===== config.mk =====
export PLATFORM = sky130hd
export DESIGN_NAME = last_press_tone_priority
export DESIGN_NICKNAME = d
export VERILOG_FILES = /design/src/ltp_pkg.sv /design/src/last_press_tone_priority.sv /design/src/ltp_ctrl.sv /design/src/ltp_dp.sv /design/src/ltp_out.sv
export SDC_FILE = /design/constraint.sdc
export NUM_CORES = 1
export LEC_CHECK = 0
export BUFFER_PORTS_ARGS = -buffer_cell sky130_fd_sc_hd__buf_4
export CAP_MARGIN = 20
export CORE_MARGIN = 8
export CORE_UTILIZATION = 40
export CTS_CLUSTER_SIZE = 40
export DETAILED_ROUTE_END_ITERATION = 8
export GPL_TIMING_DRIVEN = 0
export PLACE_DENSITY = 0.62
export SLEW_MARGIN = 20
export SYNTH_ARGS = -nofsm -noshare
export SYNTH_HDL_FRONTEND = slang
export SYNTH_SLANG_ARGS = --single-unit

===== constraint.sdc =====
create_clock -name clk -period 14.28 [get_ports clk]
set_input_delay 1.428 -clock clk [delete_from_list [all_inputs] [get_ports clk]]
set_output_delay 1.428 -clock clk [all_outputs]
set_load 0.005 [all_outputs]

===== src/ltp_pkg.sv =====
// Package for the last-press tone priority block: field widths, opcodes,
// action codes, register indexes, reset values and the shared struct types.
// Used by every module in src; depends on nothing.
`default_nettype none

package ltp_pkg;

  // Field widths of one input item and one result item.
  localparam int OP_W     = 3;
  localparam int BTN_W    = 3;
  localparam int HELD_W   = 5;
  localparam int TIME_W   = 32;
  localparam int ACT_W    = 2;
  localparam int PITCH_W  = 3;
  localparam int DUR_W    = 16;
  localparam int CNT_W    = 4;
  localparam int IN_W     = 48;
  localparam int OUT_W    = 24;

  // Configuration port.
  localparam int CFG_AW   = 3;
  localparam int CFG_DW   = 16;
  localparam logic [CFG_AW-1:0] REG_BEEP_MS    = 3'd0;
  localparam logic [CFG_AW-1:0] REG_GAP_MS     = 3'd1;
  localparam logic [CFG_AW-1:0] REG_PAUSE_MS   = 3'd2;
  localparam logic [CFG_AW-1:0] REG_BEEP_COUNT = 3'd3;
  localparam logic [CFG_AW-1:0] REG_CLICK_MS   = 3'd4;

  localparam logic [DUR_W-1:0] BEEP_MS_RST    = 16'd100;
  localparam logic [DUR_W-1:0] GAP_MS_RST     = 16'd100;
  localparam logic [DUR_W-1:0] PAUSE_MS_RST   = 16'd500;
  localparam logic [CNT_W-1:0] BEEP_COUNT_RST = 4'd3;
  localparam logic [DUR_W-1:0] CLICK_MS_RST   = 16'd100;
  localparam logic [CNT_W-1:0] BEEP_COUNT_MAX = 4'd8;

  // Opcodes.
  localparam logic [OP_W-1:0] OP_TICK  = 3'd0;
  localparam logic [OP_W-1:0] OP_PRESS = 3'd1;
  localparam logic [OP_W-1:0] OP_CLICK = 3'd2;
  localparam logic [OP_W-1:0] OP_START = 3'd3;
  localparam logic [OP_W-1:0] OP_STOP  = 3'd4;

  // Actions and special pitches.
  localparam logic [ACT_W-1:0] ACT_SILENCE = 2'd0;
  localparam logic [ACT_W-1:0] ACT_TONE    = 2'd1;
  localparam logic [ACT_W-1:0] ACT_TIMED   = 2'd2;
  localparam logic [BTN_W-1:0] NO_BUTTON   = 3'd5;
  localparam logic [PITCH_W-1:0] ALARM_PITCH = 3'd5;

  // Alarm arithmetic: (index - 1) * (beep + gap) fits in PROD_W bits.
  localparam int PROD_W = 21;

  typedef struct packed {
    logic [ACT_W-1:0]   action;
    logic [PITCH_W-1:0] pitch;
    logic [DUR_W-1:0]   duration;
  } res_t;

  // Commands from the controller to the datapath.
  typedef struct packed {
    logic load;
    logic exec;
    logic rel_step;
    logic top_pick;
    logic alm_mul;
    logic alm_cmp;
    logic emit0;
    logic emit1;
  } cmd_t;

  // Status from the datapath to the controller.
  typedef struct packed {
    logic is_tick;
    logic alarm_on;
    logic sweep_last;
    logic res0_v;
    logic res1_v;
  } stat_t;

endpackage

`default_nettype wire


===== src/last_press_tone_priority.sv =====
// Top level of the last-press tone priority speaker command generator.
// Instantiates ltp_ctrl, ltp_dp and ltp_out; depends on ltp_pkg.
//
// The block turns button and alarm events into speaker commands: the most
// recently pressed button that is still held sounds as a continuous tone,
// releases seen on a tick hand the tone to the next most recent held button
// or silence it, clicks give timed tones, and while the alarm runs presses
// and clicks are ignored and ticks step a beep, gap and pause cycle. An item
// takes one transaction on the in_ channel and gives zero, one or two
// result transactions on the out_ channel, the last of them marked by
// out_tlast. Sequence: a press, click, alarm start or alarm stop passes
// through the execute and emit states before the next item can be
// accepted; a tick passes through the release sweep, which visits one
// button per cycle, the top pick and, with the alarm on, the alarm
// multiply and compare states, then the emit states. A result waits in an
// output register, so an emission stalls only while that register holds a
// result that downstream has not yet taken. Configuration writes take
// effect at once and are meant to be issued while the block is idle.
`default_nettype none

module last_press_tone_priority #(
  parameter int NUM_BUTTONS = 5
) (
  input  wire logic                          clk,
  input  wire logic                          rst_n,
  // Configuration write port.
  input  wire logic                          cfg_we,
  input  wire logic [ltp_pkg::CFG_AW-1:0]    cfg_addr,
  input  wire logic [ltp_pkg::CFG_DW-1:0]    cfg_wdata,
  // Input item channel.
  input  wire logic                          in_tvalid,
  output logic                               in_tready,
  // opcode [2:0], button [5:3], held_mask [10:6], now_ms [42:11], zero pad
  input  wire logic [ltp_pkg::IN_W-1:0]      in_tdata,
  // Result channel.
  output logic                               out_tvalid,
  input  wire logic                          out_tready,
  // action [1:0], pitch [4:2], duration_ms [20:5], zero pad
  output logic [ltp_pkg::OUT_W-1:0]          out_tdata,
  output logic                               out_tlast
);

  ltp_pkg::cmd_t  cmd;
  ltp_pkg::stat_t stat;
  ltp_pkg::res_t  emit_res;
  logic           emit_last;
  logic           out_free;
  logic           idle;

  logic [ltp_pkg::OP_W-1:0]   in_op;
  logic [ltp_pkg::BTN_W-1:0]  in_btn;
  logic [ltp_pkg::HELD_W-1:0] in_held;
  logic [ltp_pkg::TIME_W-1:0] in_now;

  assign in_op   = in_tdata[2:0];
  assign in_btn  = in_tdata[5:3];
  assign in_held = in_tdata[10:6];
  assign in_now  = in_tdata[42:11];

  // The controller takes a new item only from its idle state.
  assign in_tready = idle;

  ltp_ctrl u_ctrl (
    .clk      (clk),
    .rst_n    (rst_n),
    .in_valid (in_tvalid),
    .out_free (out_free),
    .stat     (stat),
    .idle     (idle),
    .cmd      (cmd)
  );

  ltp_dp #(
    .NUM_BUTTONS (NUM_BUTTONS)
  ) u_dp (
    .clk       (clk),
    .rst_n     (rst_n),
    .cfg_we    (cfg_we),
    .cfg_addr  (cfg_addr),
    .cfg_wdata (cfg_wdata),
    .in_op     (in_op),
    .in_btn    (in_btn),
    .in_held   (in_held),
    .in_now    (in_now),
    .cmd       (cmd),
    .stat      (stat),
    .emit_res  (emit_res),
    .emit_last (emit_last)
  );

  // Results are pushed only when the output register is free or draining.
  ltp_out u_out (
    .clk        (clk),
    .rst_n      (rst_n),
    .push       (cmd.emit0 || cmd.emit1),
    .res        (emit_res),
    .last       (emit_last),
    .out_free   (out_free),
    .out_tvalid (out_tvalid),
    .out_tready (out_tready),
    .out_tdata  (out_tdata),
    .out_tlast  (out_tlast)
  );

`ifndef ASSERT_OFF
  // A result is never pushed over one that downstream has not taken.
  a_push_free: assert property (@(posedge clk) disable iff (!rst_n)
    (cmd.emit0 || cmd.emit1) |-> out_free)
    else $error("result pushed into a full output register");

  // The two result slots are never emitted in the same cycle.
  a_one_emit: assert property (@(posedge clk) disable iff (!rst_n)
    !(cmd.emit0 && cmd.emit1))
    else $error("both result slots emitted at once");

  // In the cycle after an item is accepted the block is busy.
  a_busy_after_accept: assert property (@(posedge clk) disable iff (!rst_n)
    (in_tvalid && in_tready) |=> !in_tready)
    else $error("input accepted on consecutive cycles");
`endif

endmodule

`default_nettype wire


===== src/ltp_ctrl.sv =====
// Controller state machine of the last-press tone priority block.
// Sequences load, execute, release sweep, top pick, alarm step and result emission.
// Depends on ltp_pkg.
`default_nettype none

module ltp_ctrl (
  input  wire logic          clk,
  input  wire logic          rst_n,
  input  wire logic          in_valid,
  input  wire logic          out_free,
  input  wire ltp_pkg::stat_t stat,
  output logic               idle,
  output ltp_pkg::cmd_t      cmd
);

  localparam logic [2:0] S_IDLE  = 3'd0;
  localparam logic [2:0] S_EXEC  = 3'd1;
  localparam logic [2:0] S_REL   = 3'd2;
  localparam logic [2:0] S_TOP   = 3'd3;
  localparam logic [2:0] S_MUL   = 3'd4;
  localparam logic [2:0] S_CMP   = 3'd5;
  localparam logic [2:0] S_EMIT0 = 3'd6;
  localparam logic [2:0] S_EMIT1 = 3'd7;

  logic [2:0] state_r;
  logic [2:0] state_nxt;

  always_comb begin
    state_nxt = state_r;
    cmd       = '0;
    idle      = 1'b0;
    case (state_r)
      S_IDLE: begin
        idle = 1'b1;
        if (in_valid) begin
          cmd.load  = 1'b1;
          state_nxt = S_EXEC;
        end
      end
      S_EXEC: begin
        if (stat.is_tick) begin
          state_nxt = S_REL;
        end else begin
          cmd.exec  = 1'b1;
          state_nxt = S_EMIT0;
        end
      end
      S_REL: begin
        cmd.rel_step = 1'b1;
        if (stat.sweep_last) begin
          state_nxt = S_TOP;
        end
      end
      S_TOP: begin
        cmd.top_pick = 1'b1;
        state_nxt    = stat.alarm_on ? S_MUL : S_EMIT0;
      end
      S_MUL: begin
        cmd.alm_mul = 1'b1;
        state_nxt   = S_CMP;
      end
      S_CMP: begin
        cmd.alm_cmp = 1'b1;
        state_nxt   = S_EMIT0;
      end
      S_EMIT0: begin
        if (!stat.res0_v) begin
          state_nxt = stat.res1_v ? S_EMIT1 : S_IDLE;
        end else if (out_free) begin
          cmd.emit0 = 1'b1;
          state_nxt = stat.res1_v ? S_EMIT1 : S_IDLE;
        end
      end
      S_EMIT1: begin
        if (out_free) begin
          cmd.emit1 = 1'b1;
          state_nxt = S_IDLE;
        end
      end
      default: begin
        state_nxt = S_IDLE;
      end
    endcase
  end

  always_ff @(posedge clk) begin
    if (!rst_n) begin
      state_r <= S_IDLE;
    end else begin
      state_r <= state_nxt;
    end
  end

endmodule

`default_nettype wire


===== src/ltp_dp.sv =====
// Datapath of the last-press tone priority block: configuration registers,
// press ranks, alarm timing arithmetic and the two pending result slots.
// Depends on ltp_pkg; driven by commands from ltp_ctrl.
`default_nettype none

module ltp_dp #(
  parameter int NUM_BUTTONS = 5
) (
  input  wire logic                          clk,
  input  wire logic                          rst_n,
  input  wire logic                          cfg_we,
  input  wire logic [ltp_pkg::CFG_AW-1:0]    cfg_addr,
  input  wire logic [ltp_pkg::CFG_DW-1:0]    cfg_wdata,
  input  wire logic [ltp_pkg::OP_W-1:0]      in_op,
  input  wire logic [ltp_pkg::BTN_W-1:0]     in_btn,
  input  wire logic [ltp_pkg::HELD_W-1:0]    in_held,
  input  wire logic [ltp_pkg::TIME_W-1:0]    in_now,
  input  wire ltp_pkg::cmd_t                 cmd,
  output ltp_pkg::stat_t                     stat,
  output ltp_pkg::res_t                      emit_res,
  output logic                               emit_last
);

  localparam int RW = $clog2(NUM_BUTTONS + 1);
  localparam int IW = (NUM_BUTTONS > 1) ? $clog2(NUM_BUTTONS) : 1;
  localparam int HX = 8;

  // Configuration registers.
  logic [ltp_pkg::DUR_W-1:0] beep_ms_r, gap_ms_r, pause_ms_r, click_ms_r;
  logic [ltp_pkg::CNT_W-1:0] beep_cnt_r;

  // Captured item.
  logic [ltp_pkg::OP_W-1:0]   op_r;
  logic [ltp_pkg::BTN_W-1:0]  btn_r;
  logic [ltp_pkg::HELD_W-1:0] held_r;
  logic [ltp_pkg::TIME_W-1:0] now_r;

  // Block state.
  logic                        alarm_r, alarm_nxt;
  logic [ltp_pkg::TIME_W-1:0]  cstart_r, cstart_nxt;
  logic [ltp_pkg::CNT_W-1:0]   bidx_r, bidx_nxt;
  logic [RW-1:0]               rank_r [NUM_BUTTONS];
  logic [RW-1:0]               rank_nxt [NUM_BUTTONS];
  logic [RW-1:0]               count_r, count_nxt;
  logic [ltp_pkg::BTN_W-1:0]   top_r, top_nxt;
  logic                        top_lost_r, top_lost_nxt;
  logic [IW-1:0]               idx_r, idx_nxt;
  ltp_pkg::res_t               res0_r, res0_nxt, res1_r, res1_nxt;
  logic                        res0_v_r, res0_v_nxt, res1_v_r, res1_v_nxt;

  // Alarm step intermediates.
  logic [ltp_pkg::PROD_W-1:0] prod_r;
  logic [ltp_pkg::TIME_W-1:0] el_r;
  logic [ltp_pkg::DUR_W:0]    add_r;
  logic                       kgt_r;
  logic [ltp_pkg::CNT_W-1:0]  keff_r;

  // Combinational helpers.
  logic [IW-1:0]               sel_idx;
  logic [RW-1:0]               ref_rank;
  logic                        btn_ok;
  logic [HX-1:0]               held_ext;
  logic                        held_bit;
  logic                        match_found;
  logic [ltp_pkg::BTN_W-1:0]   match_idx;
  logic [ltp_pkg::CNT_W-1:0]   cnt_eff, keff, mop;
  logic [ltp_pkg::DUR_W:0]     bg_sum;
  logic                        kgt;
  logic [ltp_pkg::TIME_W-1:0]  lo32, bound32;

  assign sel_idx  = cmd.exec ? IW'(btn_r) : idx_r;
  assign ref_rank = rank_r[sel_idx];
  assign btn_ok   = ({1'b0, btn_r} < (ltp_pkg::BTN_W + 1)'(NUM_BUTTONS));
  assign held_ext = {{(HX - ltp_pkg::HELD_W){1'b0}}, held_r};
  assign held_bit = held_ext[ltp_pkg::BTN_W'(idx_r)];

  // Ranks of held buttons are distinct and run 1..count, so the new top is
  // the button whose rank equals the count.
  always_comb begin
    match_found = 1'b0;
    match_idx   = ltp_pkg::NO_BUTTON;
    for (int i = 0; i < NUM_BUTTONS; i++) begin
      if (!match_found && count_r != '0 && rank_r[i] == count_r) begin
        match_found = 1'b1;
        match_idx   = ltp_pkg::BTN_W'(i);
      end
    end
  end

  // Alarm operands: a count of zero acts as one, above eight as eight.
  always_comb begin
    if (beep_cnt_r == '0) begin
      cnt_eff = ltp_pkg::CNT_W'(1);
    end else if (beep_cnt_r > ltp_pkg::BEEP_COUNT_MAX) begin
      cnt_eff = ltp_pkg::BEEP_COUNT_MAX;
    end else begin
      cnt_eff = beep_cnt_r;
    end
    keff   = (bidx_r == '0) ? ltp_pkg::CNT_W'(1) : bidx_r;
    kgt    = (bidx_r > cnt_eff);
    mop    = kgt ? (cnt_eff - ltp_pkg::CNT_W'(1)) : (keff - ltp_pkg::CNT_W'(1));
    bg_sum = {1'b0, beep_ms_r} + {1'b0, gap_ms_r};
  end

  assign lo32    = ltp_pkg::TIME_W'(prod_r);
  assign bound32 = ltp_pkg::TIME_W'(prod_r) + ltp_pkg::TIME_W'(add_r);

  always_comb begin
    alarm_nxt    = alarm_r;
    cstart_nxt   = cstart_r;
    bidx_nxt     = bidx_r;
    rank_nxt     = rank_r;
    count_nxt    = count_r;
    top_nxt      = top_r;
    top_lost_nxt = top_lost_r;
    idx_nxt      = idx_r;
    res0_nxt     = res0_r;
    res1_nxt     = res1_r;
    res0_v_nxt   = res0_v_r;
    res1_v_nxt   = res1_v_r;

    if (cmd.load) begin
      res0_v_nxt   = 1'b0;
      res1_v_nxt   = 1'b0;
      top_lost_nxt = 1'b0;
      idx_nxt      = '0;
    end

    if (cmd.exec) begin
      case (op_r)
        ltp_pkg::OP_PRESS: begin
          if (!alarm_r && btn_ok) begin
            if (ref_rank != '0) begin
              // Repeated press: close up the ranks above the old one.
              for (int j = 0; j < NUM_BUTTONS; j++) begin
                if (rank_r[j] > ref_rank) begin
                  rank_nxt[j] = rank_r[j] - RW'(1);
                end
              end
              rank_nxt[sel_idx] = count_r;
            end else begin
              count_nxt         = count_r + RW'(1);
              rank_nxt[sel_idx] = count_r + RW'(1);
            end
            top_nxt    = btn_r;
            res0_nxt   = '{ltp_pkg::ACT_TONE, btn_r, '0};
            res0_v_nxt = 1'b1;
          end
        end
        ltp_pkg::OP_CLICK: begin
          if (!alarm_r && btn_ok) begin
            res0_nxt   = '{ltp_pkg::ACT_TIMED, btn_r, click_ms_r};
            res0_v_nxt = 1'b1;
          end
        end
        ltp_pkg::OP_START: begin
          cstart_nxt = now_r;
          bidx_nxt   = ltp_pkg::CNT_W'(1);
          alarm_nxt  = 1'b1;
        end
        ltp_pkg::OP_STOP: begin
          alarm_nxt  = 1'b0;
          res0_nxt   = '{ltp_pkg::ACT_SILENCE, '0, '0};
          res0_v_nxt = 1'b1;
        end
        default: begin
        end
      endcase
    end

    if (cmd.rel_step) begin
      if (ref_rank != '0 && !held_bit) begin
        if (count_r != '0) begin
          count_nxt = count_r - RW'(1);
        end
        for (int j = 0; j < NUM_BUTTONS; j++) begin
          if (rank_r[j] > ref_rank) begin
            rank_nxt[j] = rank_r[j] - RW'(1);
          end
        end
        rank_nxt[idx_r] = '0;
        if (ltp_pkg::BTN_W'(idx_r) == top_r) begin
          top_lost_nxt = 1'b1;
        end
      end
      idx_nxt = IW'(idx_r + IW'(1));
    end

    if (cmd.top_pick && top_lost_r) begin
      top_nxt    = match_idx;
      res0_v_nxt = 1'b1;
      if (match_found) begin
        res0_nxt = '{ltp_pkg::ACT_TONE, match_idx, '0};
      end else begin
        res0_nxt = '{ltp_pkg::ACT_SILENCE, '0, '0};
      end
    end

    if (cmd.alm_cmp) begin
      if (kgt_r) begin
        // Pause after the last beep: restart the cycle once it has run out.
        if (el_r > bound32) begin
          cstart_nxt = now_r;
          bidx_nxt   = ltp_pkg::CNT_W'(1);
        end
      end else begin
        if (el_r > lo32 && el_r <= bound32) begin
          res1_nxt   = '{ltp_pkg::ACT_TONE, ltp_pkg::ALARM_PITCH, '0};
          res1_v_nxt = 1'b1;
        end
        if (el_r > bound32) begin
          bidx_nxt   = keff_r + ltp_pkg::CNT_W'(1);
          res1_nxt   = '{ltp_pkg::ACT_SILENCE, '0, '0};
          res1_v_nxt = 1'b1;
        end
      end
    end
  end

  always_ff @(posedge clk) begin
    if (!rst_n) begin
      beep_ms_r  <= ltp_pkg::BEEP_MS_RST;
      gap_ms_r   <= ltp_pkg::GAP_MS_RST;
      pause_ms_r <= ltp_pkg::PAUSE_MS_RST;
      beep_cnt_r <= ltp_pkg::BEEP_COUNT_RST;
      click_ms_r <= ltp_pkg::CLICK_MS_RST;
      alarm_r    <= 1'b0;
      cstart_r   <= '0;
      bidx_r     <= ltp_pkg::CNT_W'(1);
      for (int j = 0; j < NUM_BUTTONS; j++) begin
        rank_r[j] <= '0;
      end
      count_r    <= '0;
      top_r      <= ltp_pkg::NO_BUTTON;
      top_lost_r <= 1'b0;
      idx_r      <= '0;
      res0_v_r   <= 1'b0;
      res1_v_r   <= 1'b0;
    end else begin
      if (cfg_we) begin
        case (cfg_addr)
          ltp_pkg::REG_BEEP_MS:    beep_ms_r  <= cfg_wdata;
          ltp_pkg::REG_GAP_MS:     gap_ms_r   <= cfg_wdata;
          ltp_pkg::REG_PAUSE_MS:   pause_ms_r <= cfg_wdata;
          ltp_pkg::REG_BEEP_COUNT: beep_cnt_r <= cfg_wdata[ltp_pkg::CNT_W-1:0];
          ltp_pkg::REG_CLICK_MS:   click_ms_r <= cfg_wdata;
          default: begin
          end
        endcase
      end
      alarm_r    <= alarm_nxt;
      cstart_r   <= cstart_nxt;
      bidx_r     <= bidx_nxt;
      rank_r     <= rank_nxt;
      count_r    <= count_nxt;
      top_r      <= top_nxt;
      top_lost_r <= top_lost_nxt;
      idx_r      <= idx_nxt;
      res0_v_r   <= res0_v_nxt;
      res1_v_r   <= res1_v_nxt;
    end
  end

  always_ff @(posedge clk) begin
    res0_r <= res0_nxt;
    res1_r <= res1_nxt;
    if (cmd.load) begin
      op_r   <= in_op;
      btn_r  <= in_btn;
      held_r <= in_held;
      now_r  <= in_now;
    end
    if (cmd.alm_mul) begin
      prod_r <= ltp_pkg::PROD_W'(mop) * ltp_pkg::PROD_W'(bg_sum);
      el_r   <= now_r - cstart_r;
      add_r  <= kgt ? ({1'b0, beep_ms_r} + {1'b0, pause_ms_r}) : {1'b0, beep_ms_r};
      kgt_r  <= kgt;
      keff_r <= keff;
    end
  end

  assign stat.is_tick    = (op_r == ltp_pkg::OP_TICK);
  assign stat.alarm_on   = alarm_r;
  assign stat.sweep_last = (idx_r == IW'(NUM_BUTTONS - 1));
  assign stat.res0_v     = res0_v_r;
  assign stat.res1_v     = res1_v_r;

  assign emit_res  = cmd.emit1 ? res1_r : res0_r;
  assign emit_last = cmd.emit1 ? 1'b1 : !res1_v_r;

endmodule

`default_nettype wire


===== src/ltp_out.sv =====
// Output register of the last-press tone priority block: one result
// transaction held for the downstream side while the block moves on.
// Depends on ltp_pkg.
`default_nettype none

module ltp_out (
  input  wire logic                       clk,
  input  wire logic                       rst_n,
  input  wire logic                       push,
  input  wire ltp_pkg::res_t              res,
  input  wire logic                       last,
  output logic                            out_free,
  output logic                            out_tvalid,
  input  wire logic                       out_tready,
  output logic [ltp_pkg::OUT_W-1:0]       out_tdata,
  output logic                            out_tlast
);

  logic          valid_r, valid_nxt;
  ltp_pkg::res_t res_r;
  logic          last_r;

  assign out_free = !valid_r || out_tready;

  always_comb begin
    valid_nxt = valid_r;
    if (push) begin
      valid_nxt = 1'b1;
    end else if (out_tready) begin
      valid_nxt = 1'b0;
    end
  end

  always_ff @(posedge clk) begin
    if (!rst_n) begin
      valid_r <= 1'b0;
    end else begin
      valid_r <= valid_nxt;
    end
  end

  always_ff @(posedge clk) begin
    if (push) begin
      res_r  <= res;
      last_r <= last;
    end
  end

  assign out_tvalid = valid_r;
  assign out_tdata  = {3'b000, res_r.duration, res_r.pitch, res_r.action};
  assign out_tlast  = last_r;

endmodule

`default_nettype wire


After elaboration in Yosys (flattened, before gate mapping)
Cells that the tools add are included.

Muxes and demuxes: 144. Reduce and logical (&&, ||, !) cells: 51. Bitwise logic cells: 5. Magnitude comparators: 16. Add/subtract/negate cells: 15. Multiply operators: 1. Equal/unequal tests: 28.

Operators by type and width (count): $mux W3 (70); $mux W32 (5); $mux W15 (6); $mux W21 (4); $pmux W21 S3 (1); $mux W20 (3); $mux W4 (10); $add A16 B16 Y17 (2); $mux W1 (34); $gt A32 B21 Y1 (1); $gt A32 B32 Y1 (1); $le A32 B32 Y1 (1); $sub A32 B32 Y32 (1); $bwmux W15 (2); $pmux W3 S8 (1); $add A21 B17 Y22 (1); $eq A3 B3 Y1 const B (7); $mul A4 B17 Y21 (1); $demux W3 S3 (2); $eq A3 B2 Y1 const B (6); $eq A3 B3 Y1 (6); $sub A3 B1 Y3 const B (6); $mux W16 (1); $and A15 B15 Y15 (1); 33 further kinds (87).

Flip-flop bits (word level): 300. Output and inout bits: 27. Logic and storage cells: 302. Input bits: 72.

Logic depth before layout (Yosys ltp)
Gate-level depths: netlist of run 1.

Depth after elaboration: 25. Mapped depth: 32. Gate-level depth less buffers: 29.

Hierarchy
A second synthesis of run 1 with hierarchy kept.

Cell total of the unflattened synthesis: 2145. Area total of the unflattened synthesis: 19553.8 um2.

By module, submodules not included: ltp_dp (area each 18511.5 um2, instances 1, sequential area each 6846.6 um2, cells each 2075); ltp_out (area each 735.7 um2, instances 1, sequential area each 680.7 um2, cells each 30); ltp_ctrl (area each 300.3 um2, instances 1, sequential area each 60.1 um2, cells each 39); last_press_tone_priority (area each 6.3 um2, instances 1, sequential area each 0.0 um2, cells each 1).

Worst setup path before layout of run 1
No wires, ideal clock.

Kind: register to register. From: register u_ctrl.state_r[1]. To: register u_dp.add_r[0] (netlist name) (enable). Setup time: 0.600 ns. Path buffers: 2. Stages on the path, launching flop included: 4. Clock period less this slack: 6.371 ns. Data required time: 13.680 ns. Setup slack: 7.909 ns. Arrival time: 5.771 ns. Path through: dfxtp_1 > buf_6 > clkbuf_1 > nor3_1.

Longest elaborated chain between the ends: 2.

Ends and longest elaborated chain: from (decl) (line ltp_ctrl.sv:25) `logic [2:0] state_r;`; from (signal assigned) (line ltp_ctrl.sv:90) `state_r <= state_nxt;`; $eq A3 B3 Y1 (line ltp_ctrl.sv:32) `case (state_r)`; $mux W1 (line ltp_ctrl.sv:32); to (signal assigned) (line ltp_dp.sv:276) `add_r <= kgt ? ({1'b0, beep_ms_r} + {1'b0, pause_ms_r}) : {1'b0, beep_ms_r};`; to (decl) (line ltp_dp.sv:54) `logic [ltp_pkg::DUR_W:0] add_r;`.

Every way passes these cells. A chain may end at the register's enable or synchronous reset.

Final worst setup path of run 1
From: register u_dp.beep_cnt_r[3] (netlist name). To: register u_dp.prod_r[20] (netlist name) (data pin).

Longest elaborated chain between the ends: 6. Elaborated cells between the ends (all ways): 8. Those cells by class: add/sub: 1; mul: 1; order compare: 2; mux: 3; reduce/logical: 1.

Ends and longest elaborated chain: from (decl) (line ltp_dp.sv:30) `logic [ltp_pkg::CNT_W-1:0] beep_cnt_r;`; from (signal assigned) (line ltp_dp.sv:225) `beep_cnt_r <= ltp_pkg::BEEP_COUNT_RST;`; from (signal assigned) (line ltp_dp.sv:245) `ltp_pkg::REG_BEEP_COUNT: beep_cnt_r <= cfg_wdata[ltp_pkg::CNT_W-1:0];`; $gt A4 B4 Y1 (line ltp_dp.sv:94) `end else if (beep_cnt_r > ltp_pkg::BEEP_COUNT_MAX) begin`; $mux W4 (line ltp_dp.sv:94); $mux W4 * (line ltp_dp.sv:92) `if (beep_cnt_r == '0) begin`; $sub A4 B1 Y4 or $gt A4 B4 Y1 (tied branches) (line ltp_dp.sv:101, ltp_dp.sv:100); $mux W4 * (line ltp_dp.sv:101) `mop = kgt ? (cnt_eff - ltp_pkg::CNT_W'(1)) : (keff - ltp_pkg::CNT_W'(1));`; $mul A4 B17 Y21 * (line ltp_dp.sv:274) `prod_r <= ltp_pkg::PROD_W'(mop) * ltp_pkg::PROD_W'(bg_sum);`; to (signal assigned) (line ltp_dp.sv:274); to (decl) (line ltp_dp.sv:52) `logic [ltp_pkg::PROD_W-1:0] prod_r;`.

Every way passes the cells marked *; elsewhere a longest branch is shown, timed or not.

==> metrics.md, run 1 <==
| Metric | Value |
|---|---|
| Final cell count without fillers | 3045 |
| HP Start | u_dp.click_ms_r[9] |
| # hold bufs at CTS | 0 |
| # H-tree levels | 2 |
| Vias in the first global route | 16600 |
| Synth Warn # | 0 |
| Overall power | 2.934 mW |
| Area leader, netlist | edfxtp_1 |
| CP Class | flip-flop to flip-flop |
| Post-Route Setup TNS | 0 ns |
| Antenna violations before repair | 0 |
| DRC errors left | 0 |
| Leakage | 9.139 nW |
| Period utilization | 54.72% |
| Via count | 16660 |
| CTS tree | yes |
| Highest Clock Rate | 0.1280 GHz |
| Total GRT Usage | 19.73% |
| Max Clock Skew | 0.02537 ns |
| Area share of the largest cell type after synthesis | 24.52% |
| Top cells by area, synth | edfxtp_1 25%, dfxtp_1 14%, ha_1 11% |
| Worst Tran Pin Value | 0.9468 ns |
| WL/cell | 18.59 um |
| Flops & latches, synth | 298 |
| EDFF count, synth | 162 |
| Setup crit end kind | flip-flop |
| I/O Pins | 99 |
| First-pass GRT wire length | 89860 um |
| Congestion Overflow GR | 0 |
| Worst VDD drop | 0.0001218 V |
| Die X | 238.7 um |
| Final hold vios | 0 |
| Reg clk slew, reported paths | 0.06 ns |
| Placer congestion estimate | 0.9261 |
| Final ANT Viol Nets | 0 |
| Slowest CP cell | xor2_1 |
| Overall die height | 238.7 um |
| Maximum root-to-sink buffer count | 3 |
| Slowest stage delay, CP | 0.59 ns |
| Top_reg_cell synth | edfxtp_1 |
| Power per cell area | 129.6 mW/mm^2 |
| Netlist cell types | 85 |
| PortBufs | 90 |
| Highest-count cells in the layout ignoring fill and taps | 256 x nand2_1, 199 x a21oi_1, 179 x ha_1, 162 x inv_1, 162 x edfxtp_1 |
| CTS-repair resized insts | 0 |
| Diode count | 0 |
| Worst rel slew slack | 36.40% |
| Root Buffer | clkbuf_16 |
| DIE AREA | 0.05698 mm^2 |
| Final wirelength | 56600 um |
| Placed cell count | 2984 |
| HPWL after DPL | 43610 um |
| Launch point of the worst path | u_dp.beep_cnt_r[3] |
| Max Cap Viol | 0 |
| Row Count | 81 |
| Area grow syn2layout | 14.13% |
| R2r startpoint | u_dp.beep_cnt_r[3] |
| Post-route minimum period | 7.815 ns |
| Synth Cell Area | 0.01984 mm^2 |
| Core ar. | 0.04895 mm^2 |
| Vias/cell | 5.472 |
| Final slew viol count | 0 |
| Core Util, Final | 46.25% |
| Postcts setup bufs | 0 |
| RSZ-0062 raised after global routing | no |
| Status | finished, final reports clean |
| CP arrival | 8.08 ns |
| First-iteration detailed-routing DRC count | 1136 |
| Layout cells sized above 1 | 8.652% |
| Worst setup SP type | flip-flop |
| Gate Count Post-Synth | 2218 |
| Worst-skew pair later-pin latency | 0.54 ns |
| Initial core utilization | 40.53% |
| Most common cell after layout, fill and taps aside | nand2_1 |
| First-pass DRT Iterations | 6 |
| WP data required | 14.55 ns |
| Setup violators final | 0 |
| Largest net degree at the start of global routing | 38 |
| Post-synthesis sequential area ratio | 38.25% |
| Fraction of registers with async set/reset | 0% |
| Syn Area/Cell | 8.944 um^2 |
| CP max FO | 10 |
| CTS buffer count | 34 |
| Clock sink count | 298 |
| Hold crit path type | flip-flop to flip-flop |
| Final nets | 2641 |
critical path, delay by kind of cell, from the launching register on:
kind	cells	cell delay [ns]
AOI/OAI and AO/OA	12	2.29
and+or+nand+nor	5	0.55
DFF	1	0.33
xor gates and xnor gates	2	0.72
buffers and inverters	7	1.64
adders and majority gates	5	1.98
layer usage:
layer / global-route usage [%] / up-vias / share of wire, %
met5: 0 / - / 0
met4: 6.476 / 0 / 2.8
met1: 26.76 / 7867 / 47
li1: - / 8175 / -
met3: 3.677 / 100 / 6.5
met2: 31.41 / 519 / 44
Yosys cell counts, drive strengths merged (8+ instances only):
cell / number
nand2: 258
a21oi: 199
ha: 179
inv: 163
edfxtp: 162
nor2: 139
dfxtp: 136
o21ai: 124
nand3: 104
clkbuf: 81
nor3: 63
xnor2: 54
xor2: 47
and2: 43
a21o: 39
fa: 34
nor2b: 33
nand2b: 27
a31oi: 22
o21a: 22
nand4: 21
mux2i: 20
buf: 19
a211oi: 16
or3: 16
o21bai: 15
and3: 13
o211ai: 12
or2: 12
a32o: 8
nor4: 8
o31ai: 8
registers in the layout, indices dropped and copies added (netlist names), 17 cells and up:
name             flops
u_dp.cstart_r       32
u_dp.el_r           32
u_dp.now_r          32
u_dp.prod_r         21
u_dp.res0_r         21
u_out.out_tdata     21
u_dp.add_r          17
stage by stage:
stage          hold slack, ns  instance area [um^2]  worst slack [ns]
2_1_floorplan          0.4317                 19850             7.909
3_3_place_gp           0.4406                 21350             5.820
3_5_place_dp           0.4465                 21470             6.581
4_1_cts                0.4545                 22640             6.515
5_1_grt                0.4751                 22640             5.879
6_report               0.4531                 22640             6.465
where the power goes:
| group | leakage (nW) | internal [mW] | switching, mW | total, mW |
|---|---|---|---|---|
| Clock | 0.563 | 0.563 | 0.362 | 0.925 |
| Sequential | 2.58 | 1.01 | 0.0492 | 1.05 |
| Combinational | 6.00 | 0.353 | 0.602 | 0.955 |
| Total | 9.14 | 1.92 | 1.01 | 2.93 |
layout make-up:
cell class,instances,area (um^2)
fillers,4730,26310
multi-input cells,1659,11220
flip-flops and latches,298,7587
clock buffers,47,960.9
well taps,664,830.8
repair buffers,100,778.2
inverters,163,611.8
plain buffers,100,442.9
clock inverters,14,209.0
worst paths after layout:
check	end	slack, ns	cells past startpoint
hold reg to reg	u_dp.click_ms_r[9]	0.45	2
setup / recovery	u_dp.prod_r[20]	6.47	31
hold / removal	u_dp.click_ms_r[9]	0.45	2
setup reg to reg	u_dp.prod_r[20]	6.47	31
kinds of logic after synthesis:
family | synth area share, %
flip-flops | 38.25
AND/OR/NAND/NOR | 18.66
buffers and inverters | 5.317
XOR/XNOR | 4.459
adder cells (fa/ha/maj) | 14.72
multiplexers | 1.236
other | 0.01890
AO/OA/AOI/OAI | 17.34
No activity file was read; power rests on OpenSTA's default activity.
==> inputs of run 2 (changes only) <==
Clock period 14.28 ns to 8.15 ns, I/O delays scaled along.
==> run 2 against run 1 <==
Wire length shrank 0.14%. First-iteration DRC count grew 4.1%. Register-to-register slack lost 5.7 ns. Clock power grew 75%. Setup slack lost 5.7 ns. Global-route usage is the same. Cell count is the same. Critical path depth shrank 1. Via count is essentially flat. Sequential share of layout area is essentially flat. Count of clock-buffer cells in the layout is the same. Critical path type unchanged. Largest cell class unchanged.
==> metrics.md, run 2 (same netlist as run 1, synthesis figures left out) <==
| Metric | Value |
|---|---|
| Status | finished, final reports clean |
| Root Buffer | clkbuf_16 |
| Congestion Overflow GR | 0 (unchanged) |
| CTS tree | yes |
| CP Class | flip-flop to flip-flop |
| Final cell count without fillers | 3045 (unchanged) |
| Period utilization | 91.16% (+36 points) |
| Via count | 16650 (-0.096%) |
| Final slew viol count | 0 (unchanged) |
| Most common cell after layout, fill and taps aside | nand2_1 |
| Power per cell area | 227.1 mW/mm^2 (+75%) |
| Slowest CP cell | fa_1 |
| Diode count | 0 (unchanged) |
| Antenna violations before repair | 0 (unchanged) |
| Layout cells sized above 1 | 8.736% (+0.084 points) |
| First-pass GRT wire length | 89860 um (unchanged) |
| Final WS setup | 0.7202 ns (-5.745 ns) |
| CTS buffer count | 34 (unchanged) |
| PortBufs | 90 (unchanged) |
| Largest registers | u_dp.cstart_r (32), u_dp.el_r (32), u_dp.now_r (32) |
| Final hold vios | 0 (unchanged) |
| Highest-count cells in the layout ignoring fill and taps | 256 x nand2_1, 199 x a21oi_1, 179 x ha_1, 162 x inv_1, 162 x edfxtp_1 |
| Initial core utilization | 40.53% (unchanged) |
| Postcts setup bufs | 0 (unchanged) |
| Setup violators final | 0 (unchanged) |
| First-pass DRT Iterations | 7 (+1) |
| Reg clk slew, reported paths | 0.06 ns (about the same) |
| Area grow syn2layout | 14.17% (about the same) |
| Uppermost layer routed | met4 |
| WP data required | 8.42 ns (-6.13 ns) |
| Vias/cell | 5.466 (about the same) |
| Switching share of total power | 34.57% (about the same) |
| CP arrival | 7.70 ns (-0.38 ns) |
| Max Cap Viol | 0 (unchanged) |
| Final wirelength | 56520 um (-0.14%) |
| Met3 wire len | 3749 um (+2.0%) |
| Overall die height | 238.7 um (unchanged) |
| Placer congestion estimate | 0.9261 (unchanged) |
| Final ANT Viol Nets | 0 (unchanged) |
| Clock group share of total power | 31.5% (about the same) |
| # H-tree levels | 2 (unchanged) |
| DRC errors left | 0 (unchanged) |
| First-iteration detailed-routing DRC count | 1183 (+4.1%) |
| Post-route minimum period | 7.430 ns (-0.3847 ns) |
| Post-Route Setup TNS | 0 ns (unchanged) |
| Worst rel slew slack | 36.73% (+0.33 points) |
| I/O Pins | 99 (unchanged) |
| Core Util, Final | 46.27% (about the same) |
| Slowest stage delay, CP | 0.53 ns (-0.06 ns) |
| Hold crit path type | primary input to flip-flop |
| Highest Clock Rate | 0.1346 GHz (+5.2%) |
| Clock sink count | 298 (unchanged) |
| Flop pwr share | 35.9% (about the same) |
| Flop2flop setup slack | 0.72 ns (-5.75 ns) |
| Max Clock Skew | 0.02412 ns (-0.001243 ns) |
| Psw | 1.778 mW (+75%) |
| Final nets | 2641 (unchanged) |
| Comb power frac | 32.5% (about the same) |
| Largest net degree at the start of global routing | 38 (unchanged) |
| Worst-skew pair later-pin latency | 0.54 ns (about the same) |
| # hold bufs at CTS | 0 (unchanged) |
| Placed cell count | 2984 (unchanged) |
| Row Count | 81 (unchanged) |
| RSZ-0062 raised after global routing | no |
| Total GRT Usage | 19.73% (unchanged) |
| Maximum root-to-sink buffer count | 3 (unchanged) |
| Worst Tran Pin Value | 0.9418 ns (-0.004951 ns) |
| CP max FO | 10 (unchanged) |
| DIE AREA | 0.05698 mm^2 (unchanged) |
| Internal Dissipation | 3.366 mW (+75%) |
| Core ar. | 0.04895 mm^2 (unchanged) |
| WL/cell | 18.56 um (-0.14%) |
| Leakage | 9.143 nW (about the same) |
| Met1 Wirelength | 26420 um (-0.46%) |
| Pre-CTS WS | 0.4506 ns (-6.130 ns) |
| Worst VDD drop | 0.0002137 V (+75%) |
| Die X | 238.7 um (unchanged) |
| Vias in the first global route | 16600 (unchanged) |
| Worst setup SP type | flip-flop |
| Setup crit end kind | flip-flop |
| DR WL met2 | 24760 um (-0.22%) |
| HPWL after DPL | 43610 um (unchanged) |
run 2: critical path, delay by kind of cell, from the launching register on:
family / cells / cell delay, ns
AO/OA/AOI/OAI: 12 / 2.45
buffers and inverters: 8 / 1.78
adder cells (fa/ha/maj): 5 / 2.02
XOR/XNOR: 1 / 0.13
flip-flops: 1 / 0.32
AND/OR/NAND/NOR: 4 / 0.45
run 2: through the flow:
step / hold slack, ns / instance area (um^2) / total power, mW
4_1_cts: 0.4078 / 22640 / 5.166
3_5_place_dp: 0.4465 / 21470 / 3.516
6_report: 0.4495 / 22650 / 5.144
3_3_place_gp: 0.4406 / 21350 / 3.480
2_1_floorplan: 0.4317 / 19850 / 3.032
5_1_grt: 0.4191 / 22650 / 5.426
run 2: path summary, 6_finish.rpt:
| check | end | cells after the start | start |
|---|---|---|---|
| worst max-delay path | u_dp.prod_r[20] | 30 | u_dp.beep_cnt_r[3] |
| worst min-delay path | u_dp.now_r[24] | 1 | in_tdata[35] |
| worst max register to register | u_dp.prod_r[20] | 30 | u_dp.beep_cnt_r[3] |
| worst min register to register | u_dp.click_ms_r[9] | 2 | u_dp.click_ms_r[9] |
run 2: repair_timing:
action / CTS / global route
setup endpoints to repair: 0 / 2
hold endpoints to repair: 0 / 0
gates resized for setup: 0 / 3
run 2: power by group through the flow:
stage	sequential, mW	clock, mW	combinational [mW]
2_1_floorplan	1.85	0	1.18
3_3_place_gp	1.89	0	1.59
3_5_place_dp	1.88	0	1.64
4_1_cts	1.85	1.67	1.65
5_1_grt	1.86	1.72	1.85
6_report	1.85	1.62	1.67
run 2: per-layer routing:
| layer | track usage (%) | vias up |
|---|---|---|
| met4 | 6.476 | 0 |
| met1 | 26.76 | 7861 |
| met3 | 3.677 | 103 |
| met2 | 31.41 | 509 |
| met5 | 0 | - |
| li1 | - | 8172 |
run 2: area by class of cell:
class	count	area, um^2
multi-input cells	1659	11230
repair buffers	100	778.2
clock buffers	47	960.9
plain buffers	100	444.2
clock inverters	14	209.0
inverters	163	611.8
fillers	4728	26300
flip-flops and latches	298	7587
well taps	664	830.8
==> inputs of run 3 (changes only) <==
Settings changed: CORE_MARGIN 8 to 2, CTS_CLUSTER_SIZE 40 to default, HOLD_SLACK_MARGIN from default to 0.08.
==> run 3 against run 2 <==
Critical path depth is 1 lower. Largest power group unchanged. First-iteration DRC count up 7.2%. Non-clock buffer count decreased by 1. Sequential cell count unchanged. Cell count is 0.13% higher. Register-to-register slack better by 0.04 ns. Utilization about the same. Critical endpoint unchanged. Clock power is essentially flat. Clock skew is 0.0050 ns lower. Power shrank 0.12%. Sequential share of layout area hardly changed. Highest routed layer unchanged. Die area down 9.8%.
==> metrics.md, run 3 (same netlist as run 1, synthesis figures left out) <==
| Metric | Value |
|---|---|
| Status | finished, final reports clean |
| Overall power | 5.138 mW (-0.12%) |
| Internal Dissipation | 3.346 mW (-0.58%) |
| Congestion Overflow GR | 0 (unchanged) |
| WP buf/inv | 7 (-1) |
| Flop2flop setup slack | 0.76 ns (+0.04 ns) |
| HPWL after DPL | 42560 um (-2.4%) |
| FF-to-FF path depth | 29 (-3.3%) |
| RSZ-0062 raised after global routing | no |
| Met1 Usage GRT | 30.62% (+3.9 points) |
| M2 GR Usage | 34.88% (+3.5 points) |
| CP Depth | 29 (-3.3%) |
| Vias in the first global route | 16380 (-1.3%) |
| CP max FO | 14 (+4) |
| Final wirelength | 55410 um (-2.0%) |
| Vias/cell | 5.500 (+0.61%) |
| WL/cell | 18.17 um (-2.1%) |
| Max Cap Viol | 0 (unchanged) |
| Leakage | 9.158 nW (+0.17%) |
| Maximum root-to-sink buffer count | 3 (unchanged) |
| Diode count | 0 (unchanged) |
| First-pass DRT Iterations | 5 (-2) |
| Worst rel slew slack | 39.85% (+3.1 points) |
| Highest-count cells in the layout ignoring fill and taps | 256 x nand2_1, 199 x a21oi_1, 179 x ha_1, 162 x inv_1, 162 x edfxtp_1 |
| CTS buffer count | 36 (+5.9%) |
| Worst Tran Pin Value | 0.8906 ns (-0.05120 ns) |
| CP arrival | 7.72 ns (+0.02 ns) |
| Core ar. | 0.04895 mm^2 (unchanged) |
| DIE AREA | 0.05139 mm^2 (-9.8%) |
| HP Start | in_tdata[1] |
| Switching share of total power | 34.87% (+0.31 points) |
| Power per cell area | 226.6 mW/mm^2 (-0.21%) |
| Overall die height | 226.7 um (-5.0%) |
| Setup crit end kind | flip-flop |
| Root Buffer | clkbuf_16 |
| Largest registers | u_dp.cstart_r (32), u_dp.el_r (32), u_dp.now_r (32) |
| Final slew viol count | 0 (unchanged) |
| Total GRT Usage | 21.83% (+2.1 points) |
| Placer congestion estimate | 0.9407 (+1.6%) |
| DRC errors left | 0 (unchanged) |
| Max Clock Skew | 0.01916 ns (-0.004962 ns) |
| Most common cell after layout, fill and taps aside | nand2_1 |
| R2r startpoint | u_dp.beep_cnt_r[3] |
| Final cell count without fillers | 3049 (+0.13%) |
| Row Count | 81 (unchanged) |
| Psw | 1.792 mW (+0.77%) |
| CP Class | flip-flop to flip-flop |
| Slowest CP cell | fa_1 |
| PortBufs | 90 (unchanged) |
| Comb power frac | 32.3% (-0.2 points) |
| # H-tree levels | 2 (unchanged) |
| Final hold vios | 0 (unchanged) |
| Worst flop-to-flop path endpoint | u_dp.prod_r[20] |
| Antenna violations before repair | 0 (unchanged) |
| Setup crit end | u_dp.prod_r[20] |
| Slowest stage delay, CP | 0.56 ns (+0.03 ns) |
| First-iteration detailed-routing DRC count | 1268 (+7.2%) |
| Hold crit path type | primary input to flip-flop |
| FILL cells | 4729 (+0.021%) |
| Reg clk slew, reported paths | 0.06 ns (about the same) |
| Setup violators final | 0 (unchanged) |
| M3 GR Usage | 3.071% (-0.61 points) |
| Layout cells sized above 1 | 8.931% (+0.19 points) |
| Initial core utilization | 40.53% (unchanged) |
| Worst VDD drop | 0.0001626 V (-24%) |
| Highest Clock Rate | 0.1353 GHz (+0.49%) |
| Area grow syn2layout | 14.28% (about the same) |
| GRT busiest layer | met2 |
| Die X | 226.7 um (-5.0%) |
| Launch point of the worst path | u_dp.beep_cnt_r[3] |
| Final nets | 2642 (+0.038%) |
| Worst-skew pair later-pin latency | 0.55 ns (about the same) |
| Min Hold Slack | 0.4367 ns (-0.01284 ns) |
| Largest net degree at the start of global routing | 38 (unchanged) |
| Clock group share of total power | 31.7% (+0.2 points) |
| Flop pwr share | 35.9% (about the same) |
| Post-route minimum period | 7.394 ns (-0.03631 ns) |
| CP top delay family | compound AO/OA/AOI/OAI gates |
| Worst setup SP type | flip-flop |
| Clock sink count | 298 (unchanged) |
| Via count | 16770 (+0.74%) |
| I/O Pins | 99 (unchanged) |
| CTS tree | yes |
| First-pass GRT wire length | 88580 um (-1.4%) |
| Period utilization | 90.72% (-0.45 points) |
| WP data required | 8.47 ns (+0.05 ns) |
| Final ANT Viol Nets | 0 (unchanged) |
| Placed cell count | 2984 (unchanged) |
==> run 3: worst min-delay path by stage <==
stage | end | slack, ns | depth (start not counted)
floorplan | u_dp.click_ms_r[0] | 0.43 | 2
global placement | u_dp.click_ms_r[11] | 0.44 | 2
detailed placement | u_dp.click_ms_r[11] | 0.44 | 2
CTS | u_dp.op_r[1] | 0.41 | 1
global route | u_dp.op_r[1] | 0.42 | 1
finish | u_dp.op_r[1] | 0.44 | 1
==> run 3: power by group through the flow <==
stage	clock [mW]	combinational [mW]	sequential, mW
after floorplan	0	1.18	1.85
after global placement	0	1.58	1.89
after detailed placement	0	1.63	1.87
after CTS	1.66	1.64	1.85
after global routing	1.73	1.83	1.86
final	1.63	1.66	1.85
==> run 3: worst reg2reg max path, delay by kind of cell (launching register included) <==
| kind | cells | cell delay [ns] |
|---|---|---|
| xor+xnor | 1 | 0.31 |
| simple gates | 4 | 0.45 |
| flops | 1 | 0.32 |
| fa+ha+maj | 5 | 2.05 |
| buf+inv | 7 | 1.58 |
| compound gates | 12 | 2.45 |
==> run 3: layout make-up <==
class	count	area, um^2	share of cell area, %
Multi-Input combinational cell	1659	11220	49.49
Sequential cell	298	7587	33.47
Clock buffer	43	947.2	4.178
Tap cell	664	830.8	3.665
Timing Repair Buffer	100	770.7	3.400
Inverter	163	611.8	2.699
Buffer	99	440.4	1.943
Clock inverter	23	262.8	1.159
==> run 3: repair_timing <==
| action | in CTS | in global routing |
|---|---|---|
| setup endpoints to repair | 0 | 2 |
| resized for setup | 0 | 2 |
| setup buffers | 0 | 0 |
| hold buffers | 0 | 0 |
| hold endpoints to repair | 0 | 0 |
==> run 3: per-layer routing <==
metal | up-vias | part of all wire, %
met2 | 534 | 44
met3 | 88 | 6.4
met1 | 7955 | 47
met4 | 0 | 2.3
met5 | - | 0
li1 | 8191 | -
==> run 3: per-stage QoR <==
step                      cell area, um^2  util [%]  setup slack, ns  TNS (ns)
after floorplan                     19850         -            1.779         0
after detailed placement            21460     43.85           0.5710         0
after global placement              21350     43.62          -0.1623    -11.78
after CTS                           22670     46.32           0.4860         0
final                               22670     46.31           0.7565         0
after global routing                22670     46.31           0.2196         0
